<file path="config.mk">
export PLATFORM = sky130hd
export DESIGN_NAME = tty_canonical_line_editor_unit
export DESIGN_NICKNAME = d
export VERILOG_FILES = /design/src/hw/rtl/tcle_pkg.sv /design/src/hw/rtl/tcle_front.sv /design/src/hw/rtl/tcle_queue.sv /design/src/hw/rtl/tcle_back.sv /design/src/hw/rtl/tty_canonical_line_editor_unit.sv
export SDC_FILE = /design/constraint.sdc
export NUM_CORES = 1
export LEC_CHECK = 0
export BUFFER_PORTS_ARGS = -buffer_cell sky130_fd_sc_hd__buf_2
export CORE_MARGIN = 2
export CORE_UTILIZATION = 66
export CTS_CLUSTER_SIZE = 10
export DETAILED_ROUTE_END_ITERATION = 7
export GPL_TIMING_DRIVEN = 0
export PLACE_DENSITY_LB_ADDON = 0.08
export SYNTH_ARGS = -nofsm -noshare
export SYNTH_HDL_FRONTEND = slang
export SYNTH_SLANG_ARGS = --single-unit
export TNS_END_PERCENT = 100
</file>
<file path="constraint.sdc">
create_clock -name i_clk -period 27.1 [get_ports i_clk]
set_clock_uncertainty 0.1 [all_clocks]
set_input_delay 2.71 -clock i_clk [delete_from_list [all_inputs] [get_ports i_clk]]
set_output_delay 2.71 -clock i_clk [all_outputs]
set_load 0.005 [all_outputs]
</file>
<file path="src/hw/rtl/tcle_pkg.sv">
// Shared types and constants for the canonical line editor.
// Holds character codes, echo codes, register indexes and the request structs.
// No dependencies.
package tcle_pkg;

    // Control characters and escape sequence delimiters.
    localparam logic [7:0] CH_ETX      = 8'h03;
    localparam logic [7:0] CH_EOT      = 8'h04;
    localparam logic [7:0] CH_BS       = 8'h08;
    localparam logic [7:0] CH_TAB      = 8'h09;
    localparam logic [7:0] CH_LF       = 8'h0A;
    localparam logic [7:0] CH_FF       = 8'h0C;
    localparam logic [7:0] CH_ESC      = 8'h1B;
    localparam logic [7:0] CH_SPACE    = 8'h20;
    localparam logic [7:0] CH_AT       = 8'h40;
    localparam logic [7:0] CH_UPPER_O  = 8'h4F;
    localparam logic [7:0] CH_LBRACKET = 8'h5B;
    localparam logic [7:0] CH_TILDE    = 8'h7E;
    localparam logic [7:0] CH_DEL      = 8'h7F;

    // Configuration register indexes.
    localparam int CFG_IDX_W = 2;
    localparam logic [CFG_IDX_W-1:0] CFG_LINE_MODE = 2'd0;
    localparam logic [CFG_IDX_W-1:0] CFG_ECHO_EN   = 2'd1;

    // Depth of the request queue between front and back.
    localparam int Q_DEPTH = 2;
    localparam int Q_PTR_W = 1;

    typedef enum logic [2:0] {
        ECHO_NONE  = 3'd0,
        ECHO_CHAR  = 3'd1,
        ECHO_ERASE = 3'd2,
        ECHO_INTR  = 3'd3,
        ECHO_BELL  = 3'd4
    } t_echo_kind;

    typedef enum logic [1:0] {
        ESC_IDLE  = 2'd0,
        ESC_START = 2'd1,
        ESC_CSI   = 2'd2,
        ESC_CSI3  = 2'd3
    } t_esc_phase;

    typedef enum logic [1:0] {
        BK_IDLE = 2'd0,
        BK_ECHO = 2'd1,
        BK_PASS = 2'd2,
        BK_LINE = 2'd3
    } t_back_state;

    typedef struct packed {
        logic [31:0] rx;
        logic [31:0] dropped;
        logic [31:0] overflow;
        logic [31:0] escape;
    } t_counters;

    // One classified request: echo action, pass-through byte and counter snapshot.
    typedef struct packed {
        t_echo_kind  echo_kind;
        logic [7:0]  echo_char;
        logic        pass_valid;
        logic [7:0]  pass_char;
        t_counters   cnt;
    } t_job;

    typedef struct packed {
        logic        deliver_valid;
        logic [7:0]  deliver_char;
        t_echo_kind  echo_kind;
        logic [7:0]  echo_char;
        logic        last;
        t_counters   cnt;
    } t_result;

endpackage

</file>
<file path="src/hw/rtl/tcle_front.sv">
// Front end of the line editor: accepts received bytes, runs the escape filter,
// edits the line state and counters, and issues requests to the queue.
// Depends on tcle_pkg.
module tcle_front #(
    parameter int LINE_SIZE = 64,
    parameter int LEN_W     = 6
) (
    input  logic                             i_clk,
    input  logic                             i_rst_n,
    input  logic                             i_rx_valid,
    output logic                             o_rx_ready,
    input  logic [7:0]                       i_rx_byte,
    input  logic                             i_cfg_valid,
    input  logic [tcle_pkg::CFG_IDX_W-1:0]   i_cfg_index,
    input  logic                             i_cfg_data,
    input  logic                             i_q_full,
    input  logic                             i_line_done,
    output logic                             o_push,
    output tcle_pkg::t_job                   o_job,
    output logic [LEN_W-1:0]                 o_rel,
    output logic                             o_wr_en,
    output logic [LEN_W-1:0]                 o_wr_addr,
    output logic [7:0]                       o_wr_data
);
    import tcle_pkg::*;

    localparam logic [LEN_W-1:0] LEN_LIMIT = LEN_W'(LINE_SIZE - 1);

    logic             r_line_mode, r_echo_en;
    logic [LEN_W-1:0] r_len, n_len;
    t_esc_phase       r_esc, n_esc;
    logic             r_trunc, n_trunc;
    t_counters        r_cnt, n_cnt;
    logic             r_rel_pending, n_rel_pending;
    logic             accept;
    t_echo_kind       ek;
    logic [7:0]       ec;

    // A release request blocks editing until the back end has read the line out.
    assign o_rx_ready = !i_q_full && !r_rel_pending;
    assign accept     = i_rx_valid && o_rx_ready;
    assign o_push     = accept;
    assign o_wr_data  = i_rx_byte;
    assign o_wr_addr  = r_len;

    // Classify the byte and compute the next line state.
    always_comb begin
        n_len         = r_len;
        n_esc         = r_esc;
        n_trunc       = r_trunc;
        n_cnt         = r_cnt;
        n_rel_pending = r_rel_pending && !i_line_done;
        ek            = ECHO_NONE;
        ec            = 8'h00;
        o_rel         = '0;
        o_wr_en       = 1'b0;
        o_job.pass_valid = 1'b0;
        o_job.pass_char  = 8'h00;
        if (accept) begin
            n_cnt.rx = r_cnt.rx + 32'd1;
            if (!r_line_mode) begin
                o_job.pass_valid = 1'b1;
                o_job.pass_char  = i_rx_byte;
                ek = ECHO_CHAR;
                ec = i_rx_byte;
            end else if (r_esc != ESC_IDLE || i_rx_byte == CH_ESC) begin
                // Escape filter swallows the byte.
                n_cnt.escape = r_cnt.escape + 32'd1;
                if (r_esc == ESC_IDLE) begin
                    n_esc = ESC_START;
                end else if (r_esc == ESC_START) begin
                    n_esc = (i_rx_byte == CH_LBRACKET || i_rx_byte == CH_UPPER_O) ?
                            ESC_CSI : ESC_IDLE;
                end else if (i_rx_byte inside {[CH_AT:CH_TILDE]}) begin
                    n_esc = ESC_IDLE;
                end
            end else begin
                case (i_rx_byte)
                    CH_ETX: begin
                        n_len = '0;
                        o_job.pass_valid = 1'b1;
                        o_job.pass_char  = i_rx_byte;
                        ek = ECHO_INTR;
                    end
                    CH_FF: begin
                        o_job.pass_valid = 1'b1;
                        o_job.pass_char  = i_rx_byte;
                    end
                    CH_BS, CH_DEL: begin
                        if (r_len != '0) begin
                            n_len = r_len - LEN_W'(1);
                            ek = ECHO_ERASE;
                        end
                    end
                    CH_LF: begin
                        if (r_len < LEN_LIMIT) begin
                            o_wr_en = 1'b1;
                            o_rel   = r_len + LEN_W'(1);
                        end else begin
                            n_cnt.dropped  = r_cnt.dropped + 32'd1;
                            n_cnt.overflow = r_cnt.overflow + 32'd1;
                            o_rel = r_len;
                        end
                        ek = ECHO_CHAR;
                        ec = i_rx_byte;
                        n_len   = '0;
                        n_trunc = 1'b0;
                    end
                    CH_EOT: begin
                        if (r_len == '0) begin
                            o_job.pass_valid = 1'b1;
                            o_job.pass_char  = i_rx_byte;
                        end else begin
                            o_rel = r_len;
                        end
                        n_len = '0;
                    end
                    default: begin
                        if (i_rx_byte >= CH_SPACE || i_rx_byte == CH_TAB) begin
                            if (r_len < LEN_LIMIT) begin
                                o_wr_en = 1'b1;
                                n_len = r_len + LEN_W'(1);
                                ek = ECHO_CHAR;
                                ec = i_rx_byte;
                            end else begin
                                n_cnt.dropped  = r_cnt.dropped + 32'd1;
                                n_cnt.overflow = r_cnt.overflow + 32'd1;
                                if (!r_trunc) begin
                                    ek = ECHO_BELL;
                                end
                                n_trunc = 1'b1;
                            end
                        end
                    end
                endcase
            end
            if (o_rel != '0) begin
                n_rel_pending = 1'b1;
            end
        end
        // Echo suppression and character cleanup.
        if (!r_echo_en) begin
            ek = ECHO_NONE;
        end
        o_job.echo_kind = ek;
        o_job.echo_char = (ek == ECHO_CHAR) ? ec : 8'h00;
        o_job.cnt       = n_cnt;
    end

    // State and configuration registers.
    always_ff @(posedge i_clk) begin
        if (!i_rst_n) begin
            r_line_mode   <= 1'b1;
            r_echo_en     <= 1'b1;
            r_len         <= '0;
            r_esc         <= ESC_IDLE;
            r_trunc       <= 1'b0;
            r_cnt         <= '0;
            r_rel_pending <= 1'b0;
        end else begin
            r_len         <= n_len;
            r_esc         <= n_esc;
            r_trunc       <= n_trunc;
            r_cnt         <= n_cnt;
            r_rel_pending <= n_rel_pending;
            if (i_cfg_valid) begin
                if (i_cfg_index == CFG_LINE_MODE) begin
                    r_line_mode <= i_cfg_data;
                end else if (i_cfg_index == CFG_ECHO_EN) begin
                    r_echo_en <= i_cfg_data;
                end
            end
        end
    end

    // Stores only land below the last line slot.
    a_wr_in_range: assert property (@(posedge i_clk) disable iff (!i_rst_n)
        o_wr_en |-> (o_wr_addr < LEN_LIMIT))
        else $error("line store write beyond line limit");

    // With echo off no request carries an echo action.
    a_echo_off: assert property (@(posedge i_clk) disable iff (!i_rst_n)
        (o_push && !r_echo_en) |-> (o_job.echo_kind == ECHO_NONE))
        else $error("echo action issued while echo disabled");
endmodule

</file>
<file path="src/hw/rtl/tcle_queue.sv">
// Short request queue between the front and back parts of the line editor.
// Two entries of request plus release length, registered storage.
// Depends on tcle_pkg.
module tcle_queue #(
    parameter int LEN_W = 6
) (
    input  logic                i_clk,
    input  logic                i_rst_n,
    input  logic                i_push,
    input  tcle_pkg::t_job      i_job,
    input  logic [LEN_W-1:0]    i_rel,
    input  logic                i_pop,
    output logic                o_valid,
    output logic                o_full,
    output tcle_pkg::t_job      o_job,
    output logic [LEN_W-1:0]    o_rel
);
    import tcle_pkg::*;

    localparam logic [Q_PTR_W:0] Q_FULL_CNT = (Q_PTR_W + 1)'(Q_DEPTH);

    t_job               r_job_q [Q_DEPTH];
    logic [LEN_W-1:0]   r_rel_q [Q_DEPTH];
    logic [Q_PTR_W-1:0] r_wr_ptr, r_rd_ptr;
    logic [Q_PTR_W:0]   r_count;

    assign o_valid = (r_count != '0);
    assign o_full  = (r_count == Q_FULL_CNT);
    assign o_job   = r_job_q[r_rd_ptr];
    assign o_rel   = r_rel_q[r_rd_ptr];

    // Entry storage.
    always_ff @(posedge i_clk) begin
        if (i_push) begin
            r_job_q[r_wr_ptr] <= i_job;
            r_rel_q[r_wr_ptr] <= i_rel;
        end
    end

    // Pointers and fill count.
    always_ff @(posedge i_clk) begin
        if (!i_rst_n) begin
            r_wr_ptr <= '0;
            r_rd_ptr <= '0;
            r_count  <= '0;
        end else begin
            if (i_push) begin
                r_wr_ptr <= r_wr_ptr + Q_PTR_W'(1);
            end
            if (i_pop) begin
                r_rd_ptr <= r_rd_ptr + Q_PTR_W'(1);
            end
            if (i_push && !i_pop) begin
                r_count <= r_count + (Q_PTR_W + 1)'(1);
            end else if (!i_push && i_pop) begin
                r_count <= r_count - (Q_PTR_W + 1)'(1);
            end
        end
    end

    // The front end must never push into a full queue.
    a_no_overrun: assert property (@(posedge i_clk) disable iff (!i_rst_n)
        i_push |-> !o_full)
        else $error("request queue overrun");
endmodule

</file>
<file path="src/hw/rtl/tcle_back.sv">
// Back end of the line editor: holds the line store, pops requests and
// emits the echo result, the pass-through byte and the released line bytes.
// Depends on tcle_pkg.
module tcle_back #(
    parameter int LINE_SIZE = 64,
    parameter int LEN_W     = 6
) (
    input  logic                i_clk,
    input  logic                i_rst_n,
    input  logic                i_q_valid,
    output logic                o_pop,
    input  tcle_pkg::t_job      i_job,
    input  logic [LEN_W-1:0]    i_rel,
    input  logic                i_wr_en,
    input  logic [LEN_W-1:0]    i_wr_addr,
    input  logic [7:0]          i_wr_data,
    input  logic                i_res_ready,
    output logic                o_res_valid,
    output tcle_pkg::t_result   o_res,
    output logic                o_line_done
);
    import tcle_pkg::*;

    logic [7:0]       mem [LINE_SIZE];
    logic [7:0]       r_q;
    t_back_state      r_state, n_state;
    t_job             r_job, n_job;
    logic [LEN_W-1:0] r_rel, n_rel;
    logic [LEN_W-1:0] r_idx, n_idx;
    t_result          r_out, n_out;
    logic             r_out_valid, n_out_valid;
    logic             load_ok;
    logic             line_last;

    assign o_res_valid = r_out_valid;
    assign o_res       = r_out;
    assign load_ok     = !r_out_valid || i_res_ready;
    assign line_last   = ((r_idx + LEN_W'(1)) == r_rel);

    // Line store: one write port from the front, one registered read port.
    always_ff @(posedge i_clk) begin
        if (i_wr_en) begin
            mem[i_wr_addr] <= i_wr_data;
        end
        r_q <= mem[n_idx];
    end

    // Sequencer next state and result selection.
    always_comb begin
        n_state     = r_state;
        n_job       = r_job;
        n_rel       = r_rel;
        n_idx       = r_idx;
        n_out       = r_out;
        n_out_valid = r_out_valid && !i_res_ready;
        o_pop       = 1'b0;
        o_line_done = 1'b0;
        case (r_state)
            BK_IDLE: begin
                if (i_q_valid) begin
                    o_pop   = 1'b1;
                    n_job   = i_job;
                    n_rel   = i_rel;
                    n_idx   = '0;
                    n_state = BK_ECHO;
                end
            end
            BK_ECHO: begin
                if (load_ok) begin
                    n_out_valid         = 1'b1;
                    n_out.deliver_valid = 1'b0;
                    n_out.deliver_char  = 8'h00;
                    n_out.echo_kind     = r_job.echo_kind;
                    n_out.echo_char     = r_job.echo_char;
                    n_out.last          = !r_job.pass_valid && (r_rel == '0);
                    n_out.cnt           = r_job.cnt;
                    if (r_job.pass_valid) begin
                        n_state = BK_PASS;
                    end else if (r_rel != '0) begin
                        n_state = BK_LINE;
                    end else begin
                        n_state = BK_IDLE;
                    end
                end
            end
            BK_PASS: begin
                if (load_ok) begin
                    n_out_valid         = 1'b1;
                    n_out.deliver_valid = 1'b1;
                    n_out.deliver_char  = r_job.pass_char;
                    n_out.echo_kind     = ECHO_NONE;
                    n_out.echo_char     = 8'h00;
                    n_out.last          = (r_rel == '0);
                    n_out.cnt           = r_job.cnt;
                    n_state = (r_rel != '0) ? BK_LINE : BK_IDLE;
                end
            end
            BK_LINE: begin
                if (load_ok) begin
                    n_out_valid         = 1'b1;
                    n_out.deliver_valid = 1'b1;
                    n_out.deliver_char  = r_q;
                    n_out.echo_kind     = ECHO_NONE;
                    n_out.echo_char     = 8'h00;
                    n_out.last          = line_last;
                    n_out.cnt           = r_job.cnt;
                    if (line_last) begin
                        o_line_done = 1'b1;
                        n_state     = BK_IDLE;
                    end else begin
                        n_idx = r_idx + LEN_W'(1);
                    end
                end
            end
            default: begin
                n_state = BK_IDLE;
            end
        endcase
    end

    // Payload registers.
    always_ff @(posedge i_clk) begin
        r_job <= n_job;
        r_rel <= n_rel;
        r_idx <= n_idx;
        r_out <= n_out;
    end

    // Control registers.
    always_ff @(posedge i_clk) begin
        if (!i_rst_n) begin
            r_state     <= BK_IDLE;
            r_out_valid <= 1'b0;
        end else begin
            r_state     <= n_state;
            r_out_valid <= n_out_valid;
        end
    end

    // A line walk only runs for a nonempty release.
    a_line_nonempty: assert property (@(posedge i_clk) disable iff (!i_rst_n)
        (r_state == BK_LINE) |-> (r_rel != '0))
        else $error("line walk with empty release");

    // The read index stays inside the released part of the line.
    a_idx_in_range: assert property (@(posedge i_clk) disable iff (!i_rst_n)
        (r_state == BK_LINE) |-> (r_idx < r_rel))
        else $error("line read index past release length");
endmodule

</file>
<file path="src/hw/rtl/tty_canonical_line_editor_unit.sv">
// Top level of the canonical line editor.
// Instantiates tcle_front, tcle_queue and tcle_back; depends on tcle_pkg.
//
// Usage:
//   Receive channel: one keyboard byte per request on i_rx_byte, taken when
//   i_rx_valid and o_rx_ready are both high.
//   Result channel: o_res_valid / i_res_ready. Each byte yields an echo result
//   first, then an optional pass-through byte, then any released line bytes;
//   o_last marks the final result of a byte.
//   Configuration channel: i_cfg_valid / o_cfg_ready with i_cfg_index and
//   i_cfg_data; index 0 selects line mode, index 1 echo enable, others are
//   ignored. Write only while the block is idle.
// Timing: a taken request is written into the request queue, popped into the
//   back job register, and its first result is then registered for output.
//   The back sequencer pops one request in its idle state, then issues its
//   results in order. Releases walk the line store at one read per cycle while
//   i_res_ready allows; the front takes no byte until the walk has finished.
// Reset: synchronous, active low; clears line state, counters and queue and
//   sets line mode and echo on. The line store needs no clearing pass.
// Stalls: when i_res_ready is low the result register holds, the back end
//   waits, and the two-entry request queue fills before o_rx_ready drops.
module tty_canonical_line_editor_unit #(
    parameter int LINE_SIZE = 64
) (
    input  logic                             i_clk,
    input  logic                             i_rst_n,
    input  logic                             i_rx_valid,
    output logic                             o_rx_ready,
    input  logic [7:0]                       i_rx_byte,
    input  logic                             i_cfg_valid,
    output logic                             o_cfg_ready,
    input  logic [tcle_pkg::CFG_IDX_W-1:0]   i_cfg_index,
    input  logic                             i_cfg_data,
    output logic                             o_res_valid,
    input  logic                             i_res_ready,
    output logic                             o_deliver_valid,
    output logic [7:0]                       o_deliver_char,
    output logic [2:0]                       o_echo_kind,
    output logic [7:0]                       o_echo_char,
    output logic                             o_last,
    output logic [31:0]                      o_rx_total,
    output logic [31:0]                      o_dropped_total,
    output logic [31:0]                      o_overflow_total,
    output logic [31:0]                      o_escape_total
);
    import tcle_pkg::*;

    localparam int LEN_W = $clog2(LINE_SIZE);

    logic             push, pop, q_valid, q_full, line_done;
    t_job             f_job, q_job;
    logic [LEN_W-1:0] f_rel, q_rel;
    logic             wr_en;
    logic [LEN_W-1:0] wr_addr;
    logic [7:0]       wr_data;
    t_result          res;

    // Configuration writes are always taken.
    assign o_cfg_ready = 1'b1;

    tcle_front #(
        .LINE_SIZE (LINE_SIZE),
        .LEN_W     (LEN_W)
    ) u_front (
        .i_clk       (i_clk),
        .i_rst_n     (i_rst_n),
        .i_rx_valid  (i_rx_valid),
        .o_rx_ready  (o_rx_ready),
        .i_rx_byte   (i_rx_byte),
        .i_cfg_valid (i_cfg_valid),
        .i_cfg_index (i_cfg_index),
        .i_cfg_data  (i_cfg_data),
        .i_q_full    (q_full),
        .i_line_done (line_done),
        .o_push      (push),
        .o_job       (f_job),
        .o_rel       (f_rel),
        .o_wr_en     (wr_en),
        .o_wr_addr   (wr_addr),
        .o_wr_data   (wr_data)
    );

    tcle_queue #(
        .LEN_W (LEN_W)
    ) u_queue (
        .i_clk   (i_clk),
        .i_rst_n (i_rst_n),
        .i_push  (push),
        .i_job   (f_job),
        .i_rel   (f_rel),
        .i_pop   (pop),
        .o_valid (q_valid),
        .o_full  (q_full),
        .o_job   (q_job),
        .o_rel   (q_rel)
    );

    tcle_back #(
        .LINE_SIZE (LINE_SIZE),
        .LEN_W     (LEN_W)
    ) u_back (
        .i_clk       (i_clk),
        .i_rst_n     (i_rst_n),
        .i_q_valid   (q_valid),
        .o_pop       (pop),
        .i_job       (q_job),
        .i_rel       (q_rel),
        .i_wr_en     (wr_en),
        .i_wr_addr   (wr_addr),
        .i_wr_data   (wr_data),
        .i_res_ready (i_res_ready),
        .o_res_valid (o_res_valid),
        .o_res       (res),
        .o_line_done (line_done)
    );

    // Result fields onto their ports.
    assign o_deliver_valid  = res.deliver_valid;
    assign o_deliver_char   = res.deliver_char;
    assign o_echo_kind      = res.echo_kind;
    assign o_echo_char      = res.echo_char;
    assign o_last           = res.last;
    assign o_rx_total       = res.cnt.rx;
    assign o_dropped_total  = res.cnt.dropped;
    assign o_overflow_total = res.cnt.overflow;
    assign o_escape_total   = res.cnt.escape;
endmodule
</file>
### Yosys cells after proc, flatten, opt, wreduce, memory -nomap -nowiden

Memory sizes are Yosys's and may differ from the RTL's. A register that Yosys moved wholly into a read port is not among the register bits.
Index checks and enable logic that the tools add are counted.

| word-level totals | value |
|---|---|
| bits in registers | 302 |
| memories kept | 3 |
| logic and storage cells | 203 |
| output and inout bits | 152 |
| RAM bits | 820 |

| operators by class | value |
|---|---|
| bitwise gates (word level) | 4 |
| equality and inequality tests | 25 |
| magnitude comparators | 4 |
| reductions and logical operators | 49 |
| add/subtract/negate cells | 11 |
| multiplexer cells | 82 |

Memory list:

| memory | depth | bits a word | rd ports | clocked after Yosys merged registers in | write ports | line | RTL |
|---|---|---|---|---|---|---|---|
| u_back.mem | 64 | 8 | 1 | 1 | 1 | tcle_back.sv:24 | `logic [7:0] mem [LINE_SIZE];` |
| u_queue.r_job_q | 2 | 148 | 1 | 1 | 1 | tcle_queue.sv:22 | `t_job r_job_q [Q_DEPTH];` |
| u_queue.r_rel_q | 2 | 6 | 1 | 1 | 1 | tcle_queue.sv:23 | `logic [LEN_W-1:0] r_rel_q [Q_DEPTH];` |

Operators by type and width:

| kind | number |
|---|---|
| 149-bit two-way mux | 3 |
| 149-bit one-hot mux with 3 select lines | 1 |
| 64-bit two-way mux | 3 |
| 32-bit by 1-bit adder with 32-bit output (second input constant) | 4 |
| 128-bit two-way mux | 1 |
| 64-bit one-hot mux with 2 select lines | 1 |
| 96-bit two-way mux | 1 |
| 6-bit two-way mux | 11 |
| 8-bit two-way mux | 6 |
| 9-bit two-way mux | 4 |
| 8-bit by 4-bit equality test with 1-bit output (second input constant) | 4 |
| 32-bit two-way mux | 1 |
| 2-bit two-way mux | 14 |
| 8-bit by 7-bit equality test with 1-bit output (second input constant) | 3 |
| 6-bit one-hot mux with 2 select lines | 2 |
| 3-bit two-way mux | 7 |
| 1-bit two-way mux | 20 |
| 6-bit one-hot mux with 3 select lines | 1 |
| 9-bit one-hot mux with 2 select lines | 1 |
| 6-bit nonzero test | 3 |
| 8-bit one-hot mux with 2 select lines | 1 |
| 6-bit by 1-bit adder with 6-bit output (second input constant) | 2 |
| 6-bit logical NOT | 2 |
| 3-bit one-hot mux with 4 select lines | 1 |
| 34 further kinds | 78 |

### Depth between registers and ports, before layout

| depth | value |
|---|---|
| depth after elaboration | 10 |
| gate-level depth with buffers | 15 |
| depth with buffers taken out | 13 |

### Modules after synthesis

Synthesis repeated with hierarchy kept, for this count alone.

| unflattened totals | value |
|---|---|
| cells, all modules | 3401 |
| area, all modules | 50388.3 µm² |

By module, submodules not included:

| module | area an instance (µm²) | cells an instance | instances |
|---|---|---|---|
| tcle_back | 30839.6 | 1937 | 1 |
| tcle_queue | 11562.3 | 501 | 1 |
| tcle_front | 7975.1 | 961 | 1 |
| tty_canonical_line_editor_unit | 11.3 | 2 | 1 |

### Worst setup path after synthesis

Ideal clock, no wire load.

| timing | value |
|---|---|
| path type | in2reg |
| start | input port i_res_ready |
| end | register u_back.r_out (netlist bit u_back.o_res[0]), enable pin |
| setup slack | 16274 ps |
| arrival time | 10019 ps |
| library setup time | 707 ps |
| path buffers | 1 |
| data required time | 26293 ps |
| stages | 3 |
| cell sequence | nor2b_1 clkbuf_1 a21oi_1 |

| on the way | value |
|---|---|
| cells in the longest elaborated chain, start to end | 3 |
| elaborated cells on any way between the ends | 5 |
| those cells by class | eq/ne (3); reduce/logical (2) |

Ends and longest elaborated chain:

| item | line | RTL |
|---|---|---|
| start: declaration | tty_canonical_line_editor_unit.sv:35 | `input logic i_res_ready,` |
| 1-bit logical OR (*) | tcle_back.sv:37 | `assign load_ok = !r_out_valid \|\| i_res_ready;` |
| 2-bit by 1-bit inequality test with 1-bit output (no line) | n/a |  |
| 4-bit AND reduction (no line) (*) | n/a |  |
| end signal: assignment | tcle_back.sv:126 | `r_out <= n_out;` |
| end: declaration | tcle_back.sv:30 | `t_result r_out, n_out;` |

Mark *: on every way between the ends. The rest lies on a longest branch, timed or not.
A chain may end at the register's enable or synchronous reset.

### Worst setup path after layout

| timing | value |
|---|---|
| start | input port i_rx_byte[2] |
| end | memory u_back.mem[61][3], enable pin |

| on the way | value |
|---|---|
| cells in the longest elaborated chain, start to end | 9 |
| elaborated cells on any way between the ends | 19 |
| those cells by class | order compare (1); eq/ne (8); mux (7); reduce/logical (3) |

Ends and longest elaborated chain:

| item | line | RTL |
|---|---|---|
| start: declaration | tty_canonical_line_editor_unit.sv:29 | `input logic [7:0] i_rx_byte,` |
| 8-bit by 6-bit greater-or-equal comparator with 1-bit output or 8-bit by 4-bit equality test with 1-bit output (tied branches) | tcle_front.sv:119 | `if (i_rx_byte >= CH_SPACE \|\| i_rx_byte == CH_TAB) begin` |
| 1-bit logical OR | tcle_front.sv:119 |  |
| 1-bit two-way mux | tcle_front.sv:119 |  |
| 1-bit one-hot mux with 2 select lines | tcle_front.sv:78 | `case (i_rx_byte)` |
| 1-bit two-way mux (*) | tcle_front.sv:66 | `end else if (r_esc != ESC_IDLE \|\| i_rx_byte == CH_ESC) begin` |
| 1-bit two-way mux (*) | tcle_front.sv:61 | `if (!r_line_mode) begin` |
| 1-bit two-way mux (*) | tcle_front.sv:59 | `if (accept) begin` |
| 1-bit two-way mux (*) | tcle_back.sv:42 | `if (i_wr_en) begin` |
| 1-bit two-way mux (implied by the code) (*) | tcle_back.sv:43 | `mem[i_wr_addr] <= i_wr_data;` |
| end: declaration | tcle_back.sv:24 |  |

Marked as above.

==> flow_metrics.env <==
export IMPL_multi_input_area_um2=11600
export IMPL_clock_path_buffers=3
export IMPL_timing_fmax_mhz=142
export IMPL_rsz0062_at_grt="false"
export IMPL_synth_edf_count=1123
export IMPL_drv_slew=0
export IMPL_hold_worst_slack_ns=0.313
export IMPL_place_hpwl_mm=76.0
export IMPL_postCtsHoldBufs=0
export IMPL_stdcell_count=4678
export IMPL_hold_class="register to register"
export IMPL_regArea_um2=36900
export IMPL_peakVddDrop_mv=0.0898
export IMPL_cp_start_kind="input pin"
export IMPL_worstPathMaxFanout=66
export IMPL_synth_largest_area_cell="edfxtp_1"
export IMPL_p_seq_share_pct=48.0
export IMPL_yosys_warnings=0
export IMPL_fin_crit_sh_pct=25.9
export IMPL_p_sw_share_pct=27.9
export IMPL_drc_errors=0
export IMPL_relSlewSlack_pct=20.9
export IMPL_synth_seq_area_share_pct=74.8
export IMPL_grt_use_total_pct=30.1
export IMPL_ys_types=76
export IMPL_grt_max_degree=85
export IMPL_ctsResizeCount=0
export IMPL_synth_fp_nets=3304
export IMPL_place_inst=4427
export IMPL_cts_root_buf="clkbuf_16"
export IMPL_p_sw_uw=1540
export IMPL_grt_pass1_wl_mm=174
export IMPL_fillers=4368
export IMPL_powerDensity_nw_per_um2=98.1
export IMPL_gp_congestion=0.960
export IMPL_min_period_ns=7.02
export IMPL_outcome="complete, no violations"
export IMPL_pin_count=168
export IMPL_post_cts_buffers=0
export IMPL_antenna_found_initial=4
export IMPL_area_growth_pct=13.9
export IMPL_cts_made_buffers=147
export IMPL_cp_required_ns=27.33
export IMPL_final_nets=3636
export IMPL_synthCells=3275
export IMPL_portBuffers=165
export IMPL_num_antenna_cells=0
export IMPL_drtIter0Drc=3098
export IMPL_yosys_top_cells_area="edfxtp_1 (68%), dfxtp_1 (6.5%), mux2_2 (3.5%)"
export IMPL_cp_arrival_ns=7.25
export IMPL_core_um2=74200
export IMPL_fin_area_um2=56300
export IMPL_clk_insertion_delay_late_ns=0.73
export IMPL_final_util_pct=75.8
export IMPL_rows=100
export IMPL_tns_ns=0
export IMPL_cts_tree="built"
export IMPL_drtAntennaViolNets=0
export IMPL_drt_wl_total_mm=115
export IMPL_combinationalPowerShare_pct=19.7
export IMPL_drv_cap=0
export IMPL_drive_gt1_share_pct=15.5
export IMPL_dr_pass1_iters=6
export IMPL_htreeDepth=4
export IMPL_viasPerCell=6.18
export IMPL_overflow=0
export IMPL_setup_viol=0
export IMPL_synth_top_area_share_pct=68.3
export IMPL_end_kind="register"
export IMPL_initial_core_util_pct=66.6
export IMPL_ys_ff_latch=1284
export IMPL_power_leakage_uw=0.0198
export IMPL_p_clk_share_pct=32.3
export IMPL_routedWlPerCell_um=24.6
export IMPL_clk_pin_slew_ns=0.05
export IMPL_async_reset_ff_share_pct=0
export IMPL_vias=28900
export IMPL_grt_pass1_vias=29100
export IMPL_finalHoldViolCount=0
export IMPL_cts_sinks=1284
export IMPL_synthesis_area_um2=49400
export IMPL_worstMarginPinSlew_ns=1.18
export IMPL_die_h_um=278
export IMPL_p_int_uw=3980
export IMPL_dpl_cell_area_um2=51900
export IMPL_path_class="input pin to register"
export IMPL_postSynthAreaPerCell_um2=15.1
export IMPL_die_w_um=278
export IMPL_synth_top_flop_cell="edfxtp_1"
export IMPL_dieArea_um2=77000
## metal layers
metal | vias up | global-route usage, % | share of wire, %
li1 | 13000 | - | -
met5 | - | 0 | 0.0070
met4 | 2 | 11.7 | 3.4
met1 | 14400 | 40.4 | 40
met3 | 226 | 5.84 | 8.2
met2 | 1308 | 49.4 | 49
## kinds of logic (layout without fill, tap and decap cells)
family / count (synthesis) / in the layout / share of synthesized area (%)
AO/OA/AOI/OAI: 380 / 380 / 5.94
XOR/XNOR: 138 / 138 / 2.45
adder cells (fa/ha/maj): 13 / 13 / 0.329
buffers and inverters: 199 / 633 / 1.70
flip-flops: 1284 / 1284 / 74.8
multiplexers: 174 / 174 / 3.92
other: 1 / 1 / 0.00759
AND/OR/NAND/NOR: 1086 / 1086 / 10.8
## power groups by stage
stage | Clock [µW] | Sequential, µW | Combinational (µW)
4_1_cts | 1810 | 2650 | 1080
3_3_place_gp | 0 | 2770 | 999
5_1_grt | 1890 | 2670 | 1160
2_1_floorplan | 0 | 2730 | 614
6_report | 1780 | 2650 | 1090
3_5_place_dp | 0 | 2690 | 1070
## cell usage in the layout, fill, tap and decap left out, types with 11 or more instances in the layout
master / netlist / routed
a21oi_1: 21 / 20
nor2b_1: 11 / 11
ha_1: 13 / 13
edfxtp_1: 1123 / 1123
o21ai_0: 25 / 25
a211o_1: 16 / 16
nand4_1: 42 / 42
clkbuf_16: 0 / 148
nor2_1: 134 / 133
nand3_1: 102 / 102
o31ai_1: 12 / 12
xnor2_1: 97 / 97
a22oi_1: 11 / 11
a311o_1: 40 / 40
and3_1: 138 / 138
inv_1: 24 / 23
a211oi_1: 90 / 90
a311oi_1: 40 / 40
nor3_1: 21 / 21
xor2_1: 41 / 41
clkbuf_1: 108 / 195
nand2_1: 417 / 417
buf_4: 6 / 11
mux2i_1: 19 / 19
and2_1: 168 / 167
mux2_2: 155 / 155
a31oi_1: 51 / 51
dfxtp_1: 161 / 161
buf_1: 12 / 12
buf_2: 42 / 202
o22a_1: 16 / 16
## flip-flops by register name, summed over array words and instances (netlist names), 6 cells and up
| register | count |
|---|---|
| u_back.r_q | 8 |
| u_back.o_res | 149 |
| u_front.o_wr_addr | 6 |
| u_queue.r_rel_q | 12 |
| u_back.r_rel | 6 |
| u_back.r_idx | 6 |
| u_front.r_cnt | 128 |
| u_back.r_job | 148 |
| u_back.mem | 512 |
| u_queue.r_job_q | 296 |
## layout make-up
cell class              instances  share of cell area [%]
repair buffers                183                    2.24
clock buffers                 236                    7.19
well taps                     969                    2.16
flip-flops and latches       1284                    65.7
clock inverters                15                   0.578
multi-input cells            1792                    20.7
inverters                      29                   0.207
plain buffers                 170                    1.29
## Yosys cell counts, types with 19 or more instances
cell type and count:
a311o_1 40, clkbuf_1 108, xnor2_1 97, dfxtp_1 161, buf_2 42, inv_1 24, nor2_1 134, mux2i_1 19
a31oi_1 51, mux2_2 155, nand2_1 417, nand3_1 102, and2_1 168, a311oi_1 40, and3_1 138, a211oi_1 90
nand4_1 42, a21oi_1 21, o21ai_0 25, xor2_1 41, nor3_1 21, edfxtp_1 1123
## through the flow
stage | setup slack [ns] | total power [µW]
floorplan | 16.27 | 3340
global placement | 12.43 | 3770
detailed placement | 19.20 | 3760
CTS | 19.81 | 5540
global route | 20.06 | 5720
finish | 20.08 | 5520
## path summary, 6_finish.rpt
check / cells past startpoint / start / slack, ns / end
max: 8 / i_rx_byte[2] / 20.08 / u_back.mem[61][3]
min: 0 / u_back.r_job[101] / 0.31 / u_back.o_res[101]
max reg2reg: 14 / u_back.r_state[0] / 21.78 / u_back.r_q[3]
min reg2reg: 0 / u_back.r_job[101] / 0.31 / u_back.o_res[101]
## worst max-delay path, cell delays in order
cell	delay [ns]
buf_4	0.69
buf_2	0.36
nand4bb_1	0.19
a21boi_0	0.32
o2111ai_1	0.25
nor2_1	0.53
nand4_1	1.01
nor2_1	1.11
No activity file was read; power rests on OpenSTA's default activity.
